**src/sv/arle_pkg.sv**
```systemverilog
`timescale 1ns / 1ps
// ----------------------------------------------------------------------------
// arle_pkg
// Shared constants, types and helpers of the channel list range encoder.
// ----------------------------------------------------------------------------
package arle_pkg;

  // Capacity and tree depth.
  localparam int MAX_CHANNELS = 29;
  localparam int STACK_LEVELS = 6;

  // Field widths.
  localparam int CH_W    = 10;
  localparam int RANGE_W = 11;
  localparam int IDX_W   = 6;

  // Derived widths.
  localparam int CNT_W = $clog2(MAX_CHANNELS + 1);
  localparam int AW    = $clog2(MAX_CHANNELS);
  localparam int LVL_W = $clog2(STACK_LEVELS + 1);
  localparam int I_W   = ((CNT_W > STACK_LEVELS) ? CNT_W : STACK_LEVELS) + 2;

  // Range register limits.
  localparam logic [RANGE_W-1:0] RANGE_RESET = RANGE_W'(512);
  localparam logic [RANGE_W-1:0] RANGE_MIN   = RANGE_W'(2);
  localparam logic [RANGE_W-1:0] RANGE_MAX   = RANGE_W'(1024);

  // Sequencer states.
  typedef enum logic [4:0] {
    S_IDLE,
    S_EMIT0,
    S_RED_RD,
    S_RED_LD,
    S_RED_DIV,
    S_RED_WR,
    S_K_START,
    S_LVL,
    S_PIV_A,
    S_PIV_AL,
    S_PIV_BR,
    S_PIV_BC,
    S_PIV_CHK,
    S_PIV_DONE,
    S_FLT_RD,
    S_FLT_CMP,
    S_NEXT,
    S_RES_RD,
    S_RES_LD,
    S_EMIT
  } state_e;

  // Working set buffers.
  typedef enum logic [1:0] {
    BUF_BASE,
    BUF_A,
    BUF_B
  } buf_e;

  // Modulo reduction of a difference that lies within one range of [0, r).
  function automatic logic [CH_W-1:0] pmod_small(input logic signed [CH_W+1:0] d,
                                                 input logic [CH_W-1:0] r);
    logic signed [CH_W+1:0] rs;
    logic signed [CH_W+1:0] t;
    rs = signed'({2'b00, r});
    if (d < 0) begin
      t = d + rs;
    end else if (d >= rs) begin
      t = d - rs;
    end else begin
      t = d;
    end
    return t[CH_W-1:0];
  endfunction

endpackage

```
**src/sv/arle_ram.sv**
```systemverilog
`timescale 1ns / 1ps
// ----------------------------------------------------------------------------
// arle_ram
// Generic single write port RAM with one registered read port.
// ----------------------------------------------------------------------------
module arle_ram #(
  parameter int WIDTH = 10,
  parameter int DEPTH = 32
) (
  input  logic                     clk_i,
  input  logic                     we_i,
  input  logic [$clog2(DEPTH)-1:0] waddr_i,
  input  logic [WIDTH-1:0]         wdata_i,
  input  logic [$clog2(DEPTH)-1:0] raddr_i,
  output logic [WIDTH-1:0]         rdata_o
);

  logic [WIDTH-1:0] mem_q [DEPTH];
  logic [WIDTH-1:0] rdata_q;

  // Write and registered read.
  always_ff @(posedge clk_i) begin
    if (we_i) begin
      mem_q[waddr_i] <= wdata_i;
    end
    rdata_q <= mem_q[raddr_i];
  end

  assign rdata_o = rdata_q;

endmodule

```
**src/sv/arfcn_range_list_encoder_core.sv**
```systemverilog
`timescale 1ns / 1ps
// ----------------------------------------------------------------------------
// arfcn_range_list_encoder_core
// Range coding of a sorted channel list into its W list.
// ----------------------------------------------------------------------------
// Usage: channel items enter on the in channel (valid/ready), one per cycle
// while the block is idle. The item with last high closes the list and starts
// the encoding; in_ready_o stays low until the last W value of the list has
// been loaded into the output register. Items beyond the capacity are
// discarded and flagged on every result.
// Results leave on the out channel (valid/ready) in index order, W(0) first,
// from one output register; a stalled receiver simply holds the sequencer.
// Sequence: W(0) is loaded into the output register in S_EMIT0 once that
// register is free. Then every channel after the first is reduced modulo the
// range with an 11-step shift-subtract unit, and each further W(k) walks the
// tree from the root: per level a pivot search and a filter pass over the
// working set of that level.
// The encoding range register may be written only while the block is idle.
// Reset empties the list, clears the overflow flag and sets the range to 512.
// ----------------------------------------------------------------------------
module arfcn_range_list_encoder_core (
  input  logic                       clk_i,
  input  logic                       rst_ni,
  input  logic                       encoding_range_we_i,
  input  logic [arle_pkg::RANGE_W-1:0] encoding_range_i,
  input  logic                       in_valid_i,
  output logic                       in_ready_o,
  input  logic [arle_pkg::CH_W-1:0]  channel_i,
  input  logic                       last_i,
  output logic                       out_valid_o,
  input  logic                       out_ready_i,
  output logic [arle_pkg::IDX_W-1:0] w_index_o,
  output logic [arle_pkg::CH_W-1:0]  w_value_o,
  output logic                       overflow_o,
  output logic                       end_of_list_o
);
  import arle_pkg::*;

  // Control state.
  state_e              state_q, state_d;
  logic [RANGE_W-1:0]  range_q;
  logic [CNT_W-1:0]    count_q;
  logic                ovf_q;
  logic                out_valid_q;

  // Datapath registers.
  logic [CH_W-1:0]     ch0_q;
  logic [CNT_W-1:0]    k_q, n_q, a_q, b_q, m_q, cnt_q, pidx_q;
  logic [I_W-1:0]      i_q;
  logic [LVL_W-1:0]    lvl_q;
  logic [CH_W-1:0]     r_q, xa_q, x0_q, piv_q, org_q, res_q;
  buf_e                src_q;
  logic                red_neg_q;
  logic [RANGE_W-1:0]  red_u_q;
  logic [CH_W-1:0]     red_rem_q;
  logic [3:0]          red_bit_q;
  logic                left_q;

  // Output registers.
  logic [IDX_W-1:0]    out_idx_q;
  logic [CH_W-1:0]     out_val_q;
  logic                out_ovf_q, out_eol_q;

  // RAM ports.
  logic                ch_we, base_we, wa_we, wb_we;
  logic [AW-1:0]       ch_raddr, w_raddr, w_waddr;
  logic [CH_W-1:0]     ch_rd, base_rd, wa_rd, wb_rd, rd_data, w_wdata;

  // Combinational helpers.
  logic                in_acc, out_free, lvl_stop, piv_hit, pivot_ok, flt_keep;
  logic                left_nx, last_k;
  logic [CH_W-1:0]     r0, half_r, flt_v, org_nx, red_fin, rem_nx, r_nx;
  logic [RANGE_W-1:0]  rem_sh;
  logic signed [CH_W+1:0] red_x;
  logic [I_W-1:0]      k_ext, dk;
  buf_e                dst;

  assign in_acc   = in_valid_i && in_ready_o;
  assign out_free = !out_valid_q || out_ready_i;
  assign last_k   = (k_q == count_q - CNT_W'(1));

  // Range clamped to its limits, minus one.
  always_comb begin
    if (range_q < RANGE_MIN) begin
      r0 = CH_W'(1);
    end else if (range_q > RANGE_MAX) begin
      r0 = CH_W'(RANGE_MAX - RANGE_W'(1));
    end else begin
      r0 = CH_W'(range_q - RANGE_W'(1));
    end
  end

  // Working set read mux.
  always_comb begin
    case (src_q)
      BUF_BASE: rd_data = base_rd;
      BUF_A:    rd_data = wa_rd;
      BUF_B:    rd_data = wb_rd;
      default:  rd_data = base_rd;
    endcase
  end
  assign dst = (src_q == BUF_A) ? BUF_B : BUF_A;

  // Compare logic for pivot search and filtering.
  assign half_r   = (r_q - CH_W'(1)) >> 1;
  assign piv_hit  = pmod_small(signed'({2'b00, rd_data}) - signed'({2'b00, xa_q}), r_q)
                    <= half_r;
  assign pivot_ok = ((cnt_q - CNT_W'(1)) == ((n_q - CNT_W'(1)) >> 1));
  assign flt_v    = pmod_small(signed'({2'b00, rd_data}) - signed'({2'b00, org_q}), r_q);
  assign flt_keep = flt_v < (r_q >> 1);

  // Walk control.
  assign k_ext    = I_W'(k_q);
  assign lvl_stop = (lvl_q >= LVL_W'(STACK_LEVELS)) || (i_q > k_ext);
  assign dk       = (k_ext - i_q) >> lvl_q;
  assign left_nx  = dk[0];
  assign org_nx   = left_nx ?
      pmod_small(signed'({2'b00, piv_q}) + signed'({2'b00, half_r}) + 12'sd1, r_q) :
      pmod_small(signed'({2'b00, piv_q}) + 12'sd1, r_q);
  always_comb begin
    r_nx = left_q ? (r_q >> 1) : ((r_q - CH_W'(1)) >> 1);
    if (r_nx == '0) begin
      r_nx = CH_W'(1);
    end
  end

  // Reduction unit: one shift-subtract step per cycle.
  assign red_x   = signed'({2'b00, ch_rd}) - signed'({2'b00, ch0_q}) - 12'sd1;
  assign rem_sh  = {red_rem_q, red_u_q[RANGE_W-1]};
  assign rem_nx  = (rem_sh >= {1'b0, r_q}) ? CH_W'(rem_sh - {1'b0, r_q}) : CH_W'(rem_sh);
  assign red_fin = (red_neg_q && red_rem_q != '0) ? (r_q - red_rem_q) : red_rem_q;

  // Next state.
  always_comb begin
    state_d = state_q;
    case (state_q)
      S_IDLE:     if (in_acc && last_i) state_d = S_EMIT0;
      S_EMIT0: begin
        if (out_free) state_d = (count_q == CNT_W'(1)) ? S_IDLE : S_RED_RD;
      end
      S_RED_RD:   state_d = S_RED_LD;
      S_RED_LD:   state_d = S_RED_DIV;
      S_RED_DIV:  if (red_bit_q == '0) state_d = S_RED_WR;
      S_RED_WR: begin
        state_d = (a_q + CNT_W'(2) == count_q) ? S_K_START : S_RED_RD;
      end
      S_K_START:  state_d = S_LVL;
      S_LVL: begin
        if (lvl_stop || n_q == '0) begin
          state_d = S_EMIT;
        end else if (n_q == CNT_W'(1)) begin
          state_d = (i_q == k_ext) ? S_RES_RD : S_EMIT;
        end else begin
          state_d = S_PIV_A;
        end
      end
      S_PIV_A:    state_d = S_PIV_AL;
      S_PIV_AL:   state_d = S_PIV_BR;
      S_PIV_BR:   state_d = S_PIV_BC;
      S_PIV_BC:   state_d = (b_q + CNT_W'(1) == n_q) ? S_PIV_CHK : S_PIV_BR;
      S_PIV_CHK: begin
        if (pivot_ok || a_q + CNT_W'(1) == n_q) state_d = S_PIV_DONE;
        else state_d = S_PIV_A;
      end
      S_PIV_DONE: state_d = (i_q == k_ext) ? S_RES_RD : S_FLT_RD;
      S_FLT_RD:   state_d = S_FLT_CMP;
      S_FLT_CMP:  state_d = (a_q + CNT_W'(1) == n_q) ? S_NEXT : S_FLT_RD;
      S_NEXT:     state_d = S_LVL;
      S_RES_RD:   state_d = S_RES_LD;
      S_RES_LD:   state_d = S_EMIT;
      S_EMIT: begin
        if (out_free) state_d = last_k ? S_IDLE : S_K_START;
      end
      default:    state_d = S_IDLE;
    endcase
  end

  // Memory control.
  always_comb begin
    ch_raddr = AW'(a_q + CNT_W'(1));
    w_raddr  = a_q[AW-1:0];
    base_we  = 1'b0;
    wa_we    = 1'b0;
    wb_we    = 1'b0;
    w_waddr  = m_q[AW-1:0];
    w_wdata  = flt_v;
    case (state_q)
      S_RED_WR: begin
        base_we = 1'b1;
        w_waddr = a_q[AW-1:0];
        w_wdata = red_fin;
      end
      S_PIV_BR:  w_raddr = b_q[AW-1:0];
      S_FLT_CMP: begin
        wa_we = flt_keep && (dst == BUF_A);
        wb_we = flt_keep && (dst == BUF_B);
      end
      S_RES_RD: begin
        ch_raddr = AW'(pidx_q + CNT_W'(1));
        w_raddr  = pidx_q[AW-1:0];
      end
      default: ;
    endcase
  end

  assign ch_we = in_acc && (count_q < CNT_W'(MAX_CHANNELS));

  // State register.
  always_ff @(posedge clk_i or negedge rst_ni) begin
    if (!rst_ni) begin
      state_q <= S_IDLE;
    end else begin
      state_q <= state_d;
    end
  end

  // Control registers: range, list count, overflow flag and output valid.
  always_ff @(posedge clk_i or negedge rst_ni) begin
    if (!rst_ni) begin
      range_q     <= RANGE_RESET;
      count_q     <= '0;
      ovf_q       <= 1'b0;
      out_valid_q <= 1'b0;
    end else begin
      if (encoding_range_we_i) begin
        range_q <= encoding_range_i;
      end
      if (in_acc) begin
        if (count_q < CNT_W'(MAX_CHANNELS)) count_q <= count_q + CNT_W'(1);
        else ovf_q <= 1'b1;
      end
      if ((state_q == S_EMIT0 || state_q == S_EMIT) && out_free) begin
        out_valid_q <= 1'b1;
        if ((state_q == S_EMIT0 && count_q == CNT_W'(1)) || (state_q == S_EMIT && last_k)) begin
          count_q <= '0;
          ovf_q   <= 1'b0;
        end
      end else if (out_ready_i) begin
        out_valid_q <= 1'b0;
      end
    end
  end

  // Datapath of the sequencer.
  always_ff @(posedge clk_i) begin
    case (state_q)
      S_IDLE: begin
        if (in_acc && count_q == '0) ch0_q <= channel_i;
      end
      S_EMIT0: begin
        if (out_free) begin
          out_idx_q <= '0;
          out_val_q <= ch0_q;
          out_ovf_q <= ovf_q;
          out_eol_q <= (count_q == CNT_W'(1));
        end
        a_q <= '0;
        k_q <= CNT_W'(1);
        r_q <= r0;
      end
      S_RED_LD: begin
        red_neg_q <= red_x < 0;
        red_u_q   <= (red_x < 0) ? RANGE_W'(-red_x) : RANGE_W'(red_x);
        red_rem_q <= '0;
        red_bit_q <= 4'(RANGE_W - 1);
      end
      S_RED_DIV: begin
        red_rem_q <= rem_nx;
        red_u_q   <= red_u_q << 1;
        red_bit_q <= red_bit_q - 4'd1;
      end
      S_RED_WR:  a_q <= a_q + CNT_W'(1);
      S_K_START: begin
        i_q   <= I_W'(1);
        lvl_q <= '0;
        r_q   <= r0;
        n_q   <= count_q - CNT_W'(1);
        src_q <= BUF_BASE;
      end
      S_LVL: begin
        a_q    <= '0;
        res_q  <= '0;
        pidx_q <= '0;
      end
      S_PIV_AL: begin
        xa_q  <= rd_data;
        if (a_q == '0) x0_q <= rd_data;
        b_q   <= '0;
        cnt_q <= '0;
      end
      S_PIV_BC: begin
        if (piv_hit) cnt_q <= cnt_q + CNT_W'(1);
        b_q <= b_q + CNT_W'(1);
      end
      S_PIV_CHK: begin
        if (pivot_ok) begin
          piv_q  <= xa_q;
          pidx_q <= a_q;
        end else if (a_q + CNT_W'(1) == n_q) begin
          piv_q  <= x0_q;
          pidx_q <= '0;
        end else begin
          a_q <= a_q + CNT_W'(1);
        end
      end
      S_PIV_DONE: begin
        left_q <= left_nx;
        org_q  <= org_nx;
        a_q    <= '0;
        m_q    <= '0;
      end
      S_FLT_CMP: begin
        if (flt_keep) m_q <= m_q + CNT_W'(1);
        a_q <= a_q + CNT_W'(1);
      end
      S_NEXT: begin
        n_q   <= m_q;
        i_q   <= i_q + (left_q ? (I_W'(1) << lvl_q) : (I_W'(2) << lvl_q));
        r_q   <= r_nx;
        lvl_q <= lvl_q + LVL_W'(1);
        src_q <= dst;
      end
      S_RES_LD: begin
        // The top level works on raw offsets, deeper levels on reduced ones.
        res_q <= (lvl_q == '0) ? (ch_rd - ch0_q) : (rd_data + CH_W'(1));
      end
      S_EMIT: begin
        if (out_free) begin
          out_idx_q <= IDX_W'(k_q);
          out_val_q <= res_q;
          out_ovf_q <= ovf_q;
          out_eol_q <= last_k;
          k_q       <= k_q + CNT_W'(1);
        end
      end
      default: ;
    endcase
  end

  // Channel store and working set buffers.
  arle_ram #(.WIDTH(CH_W), .DEPTH(MAX_CHANNELS)) u_ch_ram (
    .clk_i  (clk_i),
    .we_i   (ch_we),
    .waddr_i(count_q[AW-1:0]),
    .wdata_i(channel_i),
    .raddr_i(ch_raddr),
    .rdata_o(ch_rd)
  );

  arle_ram #(.WIDTH(CH_W), .DEPTH(MAX_CHANNELS)) u_base_ram (
    .clk_i  (clk_i),
    .we_i   (base_we),
    .waddr_i(w_waddr),
    .wdata_i(w_wdata),
    .raddr_i(w_raddr),
    .rdata_o(base_rd)
  );

  arle_ram #(.WIDTH(CH_W), .DEPTH(MAX_CHANNELS)) u_wa_ram (
    .clk_i  (clk_i),
    .we_i   (wa_we),
    .waddr_i(w_waddr),
    .wdata_i(w_wdata),
    .raddr_i(w_raddr),
    .rdata_o(wa_rd)
  );

  arle_ram #(.WIDTH(CH_W), .DEPTH(MAX_CHANNELS)) u_wb_ram (
    .clk_i  (clk_i),
    .we_i   (wb_we),
    .waddr_i(w_waddr),
    .wdata_i(w_wdata),
    .raddr_i(w_raddr),
    .rdata_o(wb_rd)
  );

  // Ports.
  assign in_ready_o    = (state_q == S_IDLE);
  assign out_valid_o   = out_valid_q;
  assign w_index_o     = out_idx_q;
  assign w_value_o     = out_val_q;
  assign overflow_o    = out_ovf_q;
  assign end_of_list_o = out_eol_q;

endmodule
```
**config.mk**
```make
export PLATFORM = sky130hd
export DESIGN_NAME = arfcn_range_list_encoder_core
export DESIGN_NICKNAME = d
export VERILOG_FILES = /design/src/sv/arle_pkg.sv /design/src/sv/arle_ram.sv /design/src/sv/arfcn_range_list_encoder_core.sv
export SDC_FILE = /design/constraint.sdc
export NUM_CORES = 2
export LEC_CHECK = 0
export BUFFER_PORTS_ARGS = -buffer_cell sky130_fd_sc_hd__buf_2
export CAP_MARGIN = 20
export CORE_MARGIN = 2
export CORE_UTILIZATION = 40
export CTS_BUF_LIST = sky130_fd_sc_hd__clkbuf_8
export DETAILED_ROUTE_END_ITERATION = 8
export PLACE_DENSITY = 0.68
export SYNTH_ARGS = -nofsm -noshare
export SYNTH_HDL_FRONTEND = slang
export SYNTH_HIERARCHICAL = 1
export SYNTH_SLANG_ARGS = --single-unit
```
**constraint.sdc**
```tcl
create_clock -name clk_i -period 9.01 [get_ports clk_i]
set_input_delay 1.3515 -clock clk_i [delete_from_list [all_inputs] [get_ports clk_i]]
set_output_delay 1.3515 -clock clk_i [all_outputs]
set_load 0.02 [all_outputs]
```
## Yosys cells after proc, flatten, opt, wreduce, memory -nomap -nowiden

Memory sizes are Yosys's and may differ from the RTL's. A register that Yosys moved wholly into a read port is not among the register bits.
Index checks and enable logic that the tools add are counted.

- Output and inout bits: 20
- Word-level logic and storage cells: 277
- Memories: 4
- Bits in writable memories: 1,160
- Flip-flop bits (word level): 186

- $lt $le $gt $ge: 17
- Equal/unequal tests: 40
- $add $sub $neg: 37
- Mux-type cells: 93
- Shift-type cells: 3
- Reductions and logical operators: 52

Memory list:

| memory | depth | bits a word | rd ports | clocked after Yosys merged registers in | write ports | line | text |
|---|---|---|---|---|---|---|---|
| u_base_ram.mem_q | 29 | 10 | 1 | 1 | 1 | arle_ram.sv:18 | `logic [WIDTH-1:0] mem_q [DEPTH];` |
| u_ch_ram.mem_q | 29 | 10 | 1 | 1 | 1 | arle_ram.sv:18 |  |
| u_wa_ram.mem_q | 29 | 10 | 1 | 1 | 1 | arle_ram.sv:18 |  |
| u_wb_ram.mem_q | 29 | 10 | 1 | 1 | 1 | arle_ram.sv:18 |  |

Operator list:

| kind | count |
|---|---|
| $mux W10 | 19 |
| $mux W5 | 21 |
| $pmux W10 S2 | 5 |
| $pmux W5 S19 | 1 |
| $pmux W5 S2 | 7 |
| $sub A10 B10 Y10 | 7 |
| $add A10 B10 Y10 | 4 |
| $eq A5 B4 Y1 const B | 8 |
| $add A5 B1 Y5 const B | 7 |
| $lt A11 B1 Y1 const B | 3 |
| $sub A10 B10 Y11 | 3 |
| $lt A12 B1 Y1 const B | 2 |
| $ge A11 B10 Y1 | 2 |
| $ge A11 B11 Y1 | 2 |
| $pmux W11 S2 | 1 |
| $eq A5 B3 Y1 const B | 4 |
| $eq A5 B5 Y1 | 4 |
| $eq A5 B5 Y1 const B | 4 |
| $logic_not A5 Y1 | 4 |
| $reduce_bool A2 Y1 | 10 |
| $sub A10 B1 Y10 const B | 2 |
| $mux W1 | 19 |
| $mux W9 | 2 |
| $pmux W8 S2 | 1 |
| other kinds (56) | 100 |

## Longest topological paths before layout

- Word-level depth: 11
- Gate-level depth with buffers: 34
- Depth with buffers taken out: 31

## Cells and area by module

Netlist, hierarchy kept.

By module, submodules not included:

| module | cells an instance | instances | area each (µm²) |
|---|---|---|---|
| arle_ram | 569 | 4 | 11,571.1 |
| arfcn_range_list_encoder_core | 1,900 | 1 | 16,802.4 |

## Worst setup path after synthesis

OpenSTA, ideal clock, no wires.

- Path kind: flip-flop to flip-flop
- Start point: register src_q[1]
- End point: memory u_base_ram.mem_q[0][0], data pin
- Clock period less this slack: 8.827 ns
- Slack: 0.183 ns
- Cell stages (with the launch flop): 22
- Library setup time: 0.879 ns
- Data arrival time: 7.948 ns
- Buffers on the path: 3
- Path through: edfxtp_1 ha_1 clkbuf_1 buf_1 nor2_1 a21oi_1 inv_1 ha_1 o21ai_0 nand2b_1 a21oi_1 a21oi_1 xor2_1 ha_1 clkbuf_1 a21o_1 a211oi_1 o21ai_0 o22a_1 a21oi_1 mux2_2 o21ai_0

- Word-level cells in the longest chain between the ends: 7
- Elaborated cells between the ends (all ways): 11
- Classes of those cells: add/sub (3); order compare (2); eq/ne (2); mux (4)

Ends and longest elaborated chain:

| item | line | text |
|---|---|---|
| start, declared | arfcn_range_list_encoder_core.sv:52 | `buf_e src_q;` |
| start signal, assigned | arfcn_range_list_encoder_core.sv:321 | `src_q <= dst;` |
| $eq A2 B2 Y1 / $eq A2 B1 Y1 (equally long branches) | arfcn_range_list_encoder_core.sv:95 | `case (src_q)` |
| $pmux W10 S2 (*) | arfcn_range_list_encoder_core.sv:95 |  |
| named net rd_data[5] | arfcn_range_list_encoder_core.sv:67 | `logic [CH_W-1:0] ch_rd, base_rd, wa_rd, wb_rd, rd_data, w_wdata;` |
| $sub A10 B10 Y11 (*) | arfcn_range_list_encoder_core.sv:109 | `assign flt_v = pmod_small(signed'({2'b00, rd_data}) - signed'({2'b00, org_q}), r_q);` |
| $ge A11 B11 Y1 | arle_pkg.sv:67 | `end else if (d >= rs) begin` |
| $mux W10 | arle_pkg.sv:67 |  |
| $mux W10 (*) | arle_pkg.sv:65 | `if (d < 0) begin` |
| $mux W10 (*) | arfcn_range_list_encoder_core.sv:187 | `case (state_q)` |
| named net w_wdata[0] | arfcn_range_list_encoder_core.sv:67 |  |
| end, declared | arle_ram.sv:18 |  |

Mark *: on every way through the listed nets, which the timed path passes. The rest lies on a longest branch.

## Worst setup path in the final report

- Start point: register src_q[0]
- End point: memory u_wa_ram.mem_q[14][4] (enable)

- Elaborated cells between the ends (all ways): 17
- Classes of those cells: add/sub (3); order compare (3); eq/ne (3); mux (7); reduce/logical (1)

RTL lines:

| item | line | text |
|---|---|---|
| $eq A2 B1 Y1 | arfcn_range_list_encoder_core.sv:102 | `assign dst = (src_q == BUF_A) ? BUF_B : BUF_A;` |
| $mux W2 | arfcn_range_list_encoder_core.sv:102 |  |
| named net dst[1] | arfcn_range_list_encoder_core.sv:76 | `buf_e dst;` |
| $eq A2 B1 Y1 | arfcn_range_list_encoder_core.sv:195 | `wa_we = flt_keep && (dst == BUF_A);` |
| $logic_and A1 B1 Y1 | arfcn_range_list_encoder_core.sv:195 |  |
| $mux W1 | arfcn_range_list_encoder_core.sv:187 |  |
| named net wa_we | arfcn_range_list_encoder_core.sv:65 | `logic ch_we, base_we, wa_we, wb_we;` |
| $mux W1 | arle_ram.sv:23 | `if (we_i) begin` |
| $mux W1 (implied by the code) | arle_ram.sv:24 | `mem_q[waddr_i] <= wdata_i;` |
| end, declared | arle_ram.sv:18 |  |

The timed path passes the listed nets, and every way through them passes these cells.

==> impl_metrics.ini <==
[outcome]
outcome = complete, no violations

[critical_path]
startpoint_type = flop
critPathMaxStageDelay_ns = 0.83
path_class = reg2reg
ff2ff_path_depth = 29
cp_max_fo = 13
arrival_ns = 9.12
cp_slowest_cell = nor2_1
cp-end-kind = flop
crit_required_ns = 9.55
crit_top_cell = a21oi_1

[timing]
tightest_slew_ns = 1.11
max-slew-margin-rel_pct = 25.4
fmax_mhz = 117
min_period_ns = 8.58
skew_ns = 0.0595
timing_hold_violations_final = 0
slew_viol_final = 0
setup-violations-final = 0
rsz0062_at_grt = yes
fin_crit_sh_pct = 95.2
holdWs_ns = 0.439
fin_tns_setup_ns = 0

[yosys]
synthSimpleGateAreaFrac_pct = 7.48
syn_area_um2 = 63100
synth.distinct_cells = 94
synth_area_per_cell_um2 = 15.1
synth_top_family_by_area = multiplexers
async_reset_ff_share_pct = 1.66
synth_seq_area_share_pct = 65.1
synth_enable_flop_cells = 1322
synthAdderAreaFrac_pct = 3.93
syn_nets = 4393
ys.flop_type = edfxtp_1
synth_compound_area_share_pct = 7.45
synth-seq-cells = 1385
synth_mux_area_share_pct = 11.0
ys_warn_count = 6
syn_inst = 4176
synthXorXnorAreaFrac_pct = 2.29

[floorplan]
dieWidth_um = 401
fp-row-count = 145
initial_core_util_pct = 40.3
io_pins = 47
die_h_um = 401
coreArea_um2 = 156000
die-area_um2 = 161000

[cts]
clk_pin_slew_worst_paths_ns = 0.07
worstSkewPairLatency_ns = 0.98
cts_buffers = 211
cts_tree = built
cts_hold_buffers = 0
htreeDepth = 4
cts_root_buffer = clkbuf_8
clk_path_buf_depth = 3
cts.sinks = 1385

[drt]
drc = 0
firstDrtPassIters = 6
via_per_inst = 5.64
drt_iter0_drc = 3810
ant_nets = 0
wl_per_cell_um = 22.8
vias = 37100
postRouteWirelength_um = 150000

[placed_design]
dp_hpwl_um = 95400
gp_congestion = 0.895
portBuffers = 45

[layout]
fin_nets = 4555
final_common_cell = edfxtp_1
syn_to_final_growth_pct = 10.7
drive_gt1_share_pct = 17.2
layout_common_cells = 1322 x edfxtp_1, 287 x nor2_1, 225 x clkbuf_8, 218 x inv_1, 210 x nand2_1
final_core_util_pct = 44.7

[job]
maxCapViolCount = 0

[global_routing]
grt_pass1_vias = 36100
grt_pass1_wl_um = 226000
grt_usage_pct = 18.3
grt_max_degree = 131
grt_antenna_before_repair = 7
grt-ovfl-total = 0

[min_path]
hold_path.class = in2async
-- critical path: cells and delay by family (launching register included) --
family	cells	cell delay, ns
DFF	1	0.39
and+or+nand+nor	5	1.53
buffers and inverters	3	0.54
AOI/OAI and AO/OA	16	3.98
adders and majority gates	4	1.42
xor gates and xnor gates	1	0.31
-- final cells by class --
class / count / area, um^2
Clock inverter: 169 / 1100
Multi-Input combinational cell: 2464 / 20600
Antenna cell: 5 / 12.5
Clock buffer: 225 / 3100
Sequential cell: 1385 / 41100
Timing Repair Buffer: 114 / 778
Inverter: 162 / 608
Tap cell: 2058 / 2570
Fill cell: 13700 / 86500
-- flip-flops by register name, summed over array words and instances (netlist names), 11 cells and up --
name              flops
u_base_ram/mem_q    290
u_wb_ram/mem_q      290
u_wa_ram/mem_q      290
red_u_q              11
u_ch_ram/mem_q      290
range_q              11
-- worst paths after layout --
check	end	slack, ns	start
hold reg to reg	overflow_o	0.46	ovf_q
min in group clk_i	overflow_o	0.46	ovf_q
max in group asynchronous	state_q[3]	8.14	rst_ni
setup / recovery	u_wa_ram/mem_q[14][4]	0.43	src_q[0]
hold / removal	count_q[2]	0.44	rst_ni
setup reg to reg	u_wa_ram/mem_q[14][4]	0.43	src_q[0]
-- cells in the mapped netlist (99+ instances only) --
master,instances,area (um^2)
edfxtp_1,1322,39700
nor2_1,322,1210
nand2_1,214,803
a21oi_1,185,926
o21ai_0,185,926
ha_1,176,2200
mux4_2,164,3690
inv_1,161,604
xnor2_1,113,990
mux2_2,108,1220
mux2i_1,108,1080
a22oi_1,99,743
-- routing by layer --
layer	track usage (%)	share of wire, %	wire length [um]
met5	0	0.0087	13
met4	5.92	2.6	3940
met3	3.38	7.5	11300
met2	28.7	47	69900
met1	25.8	43	65100
-- timing repair --
item / CTS / global route
gates resized for setup: 0 / 50
buffers inserted: 0 / 4
endpoints found under the setup margin: 0 / 535
-- through the flow --
| stage | instances | worst slack (ns) | area, um^2 |
|---|---|---|---|
| floorplan | 4176 | 0.183 | 63100 |
| global placement | 6177 | 0.433 | 65400 |
| detailed placement | 6178 | 0.190 | 65500 |
| CTS | 6572 | 0.175 | 69700 |
| global route | 6579 | -0.139 | 69900 |
| finish | 6582 | 0.429 | 69900 |
-- cells by family (layout without fill, tap and decap cells) --
logic type               Yosys count  after routing
flip-flops                      1385           1385
AND/OR/NAND/NOR                  959            959
AO/OA/AOI/OAI                    733            733
multiplexers                     416            416
buffers and inverters            327            670
adder cells (fa/ha/maj)          190            190
XOR/XNOR                         165            165
other                              1              6
Power is not shown: default switching activity piles up to over one toggle a cycle in this logic, so the estimate is an artifact.
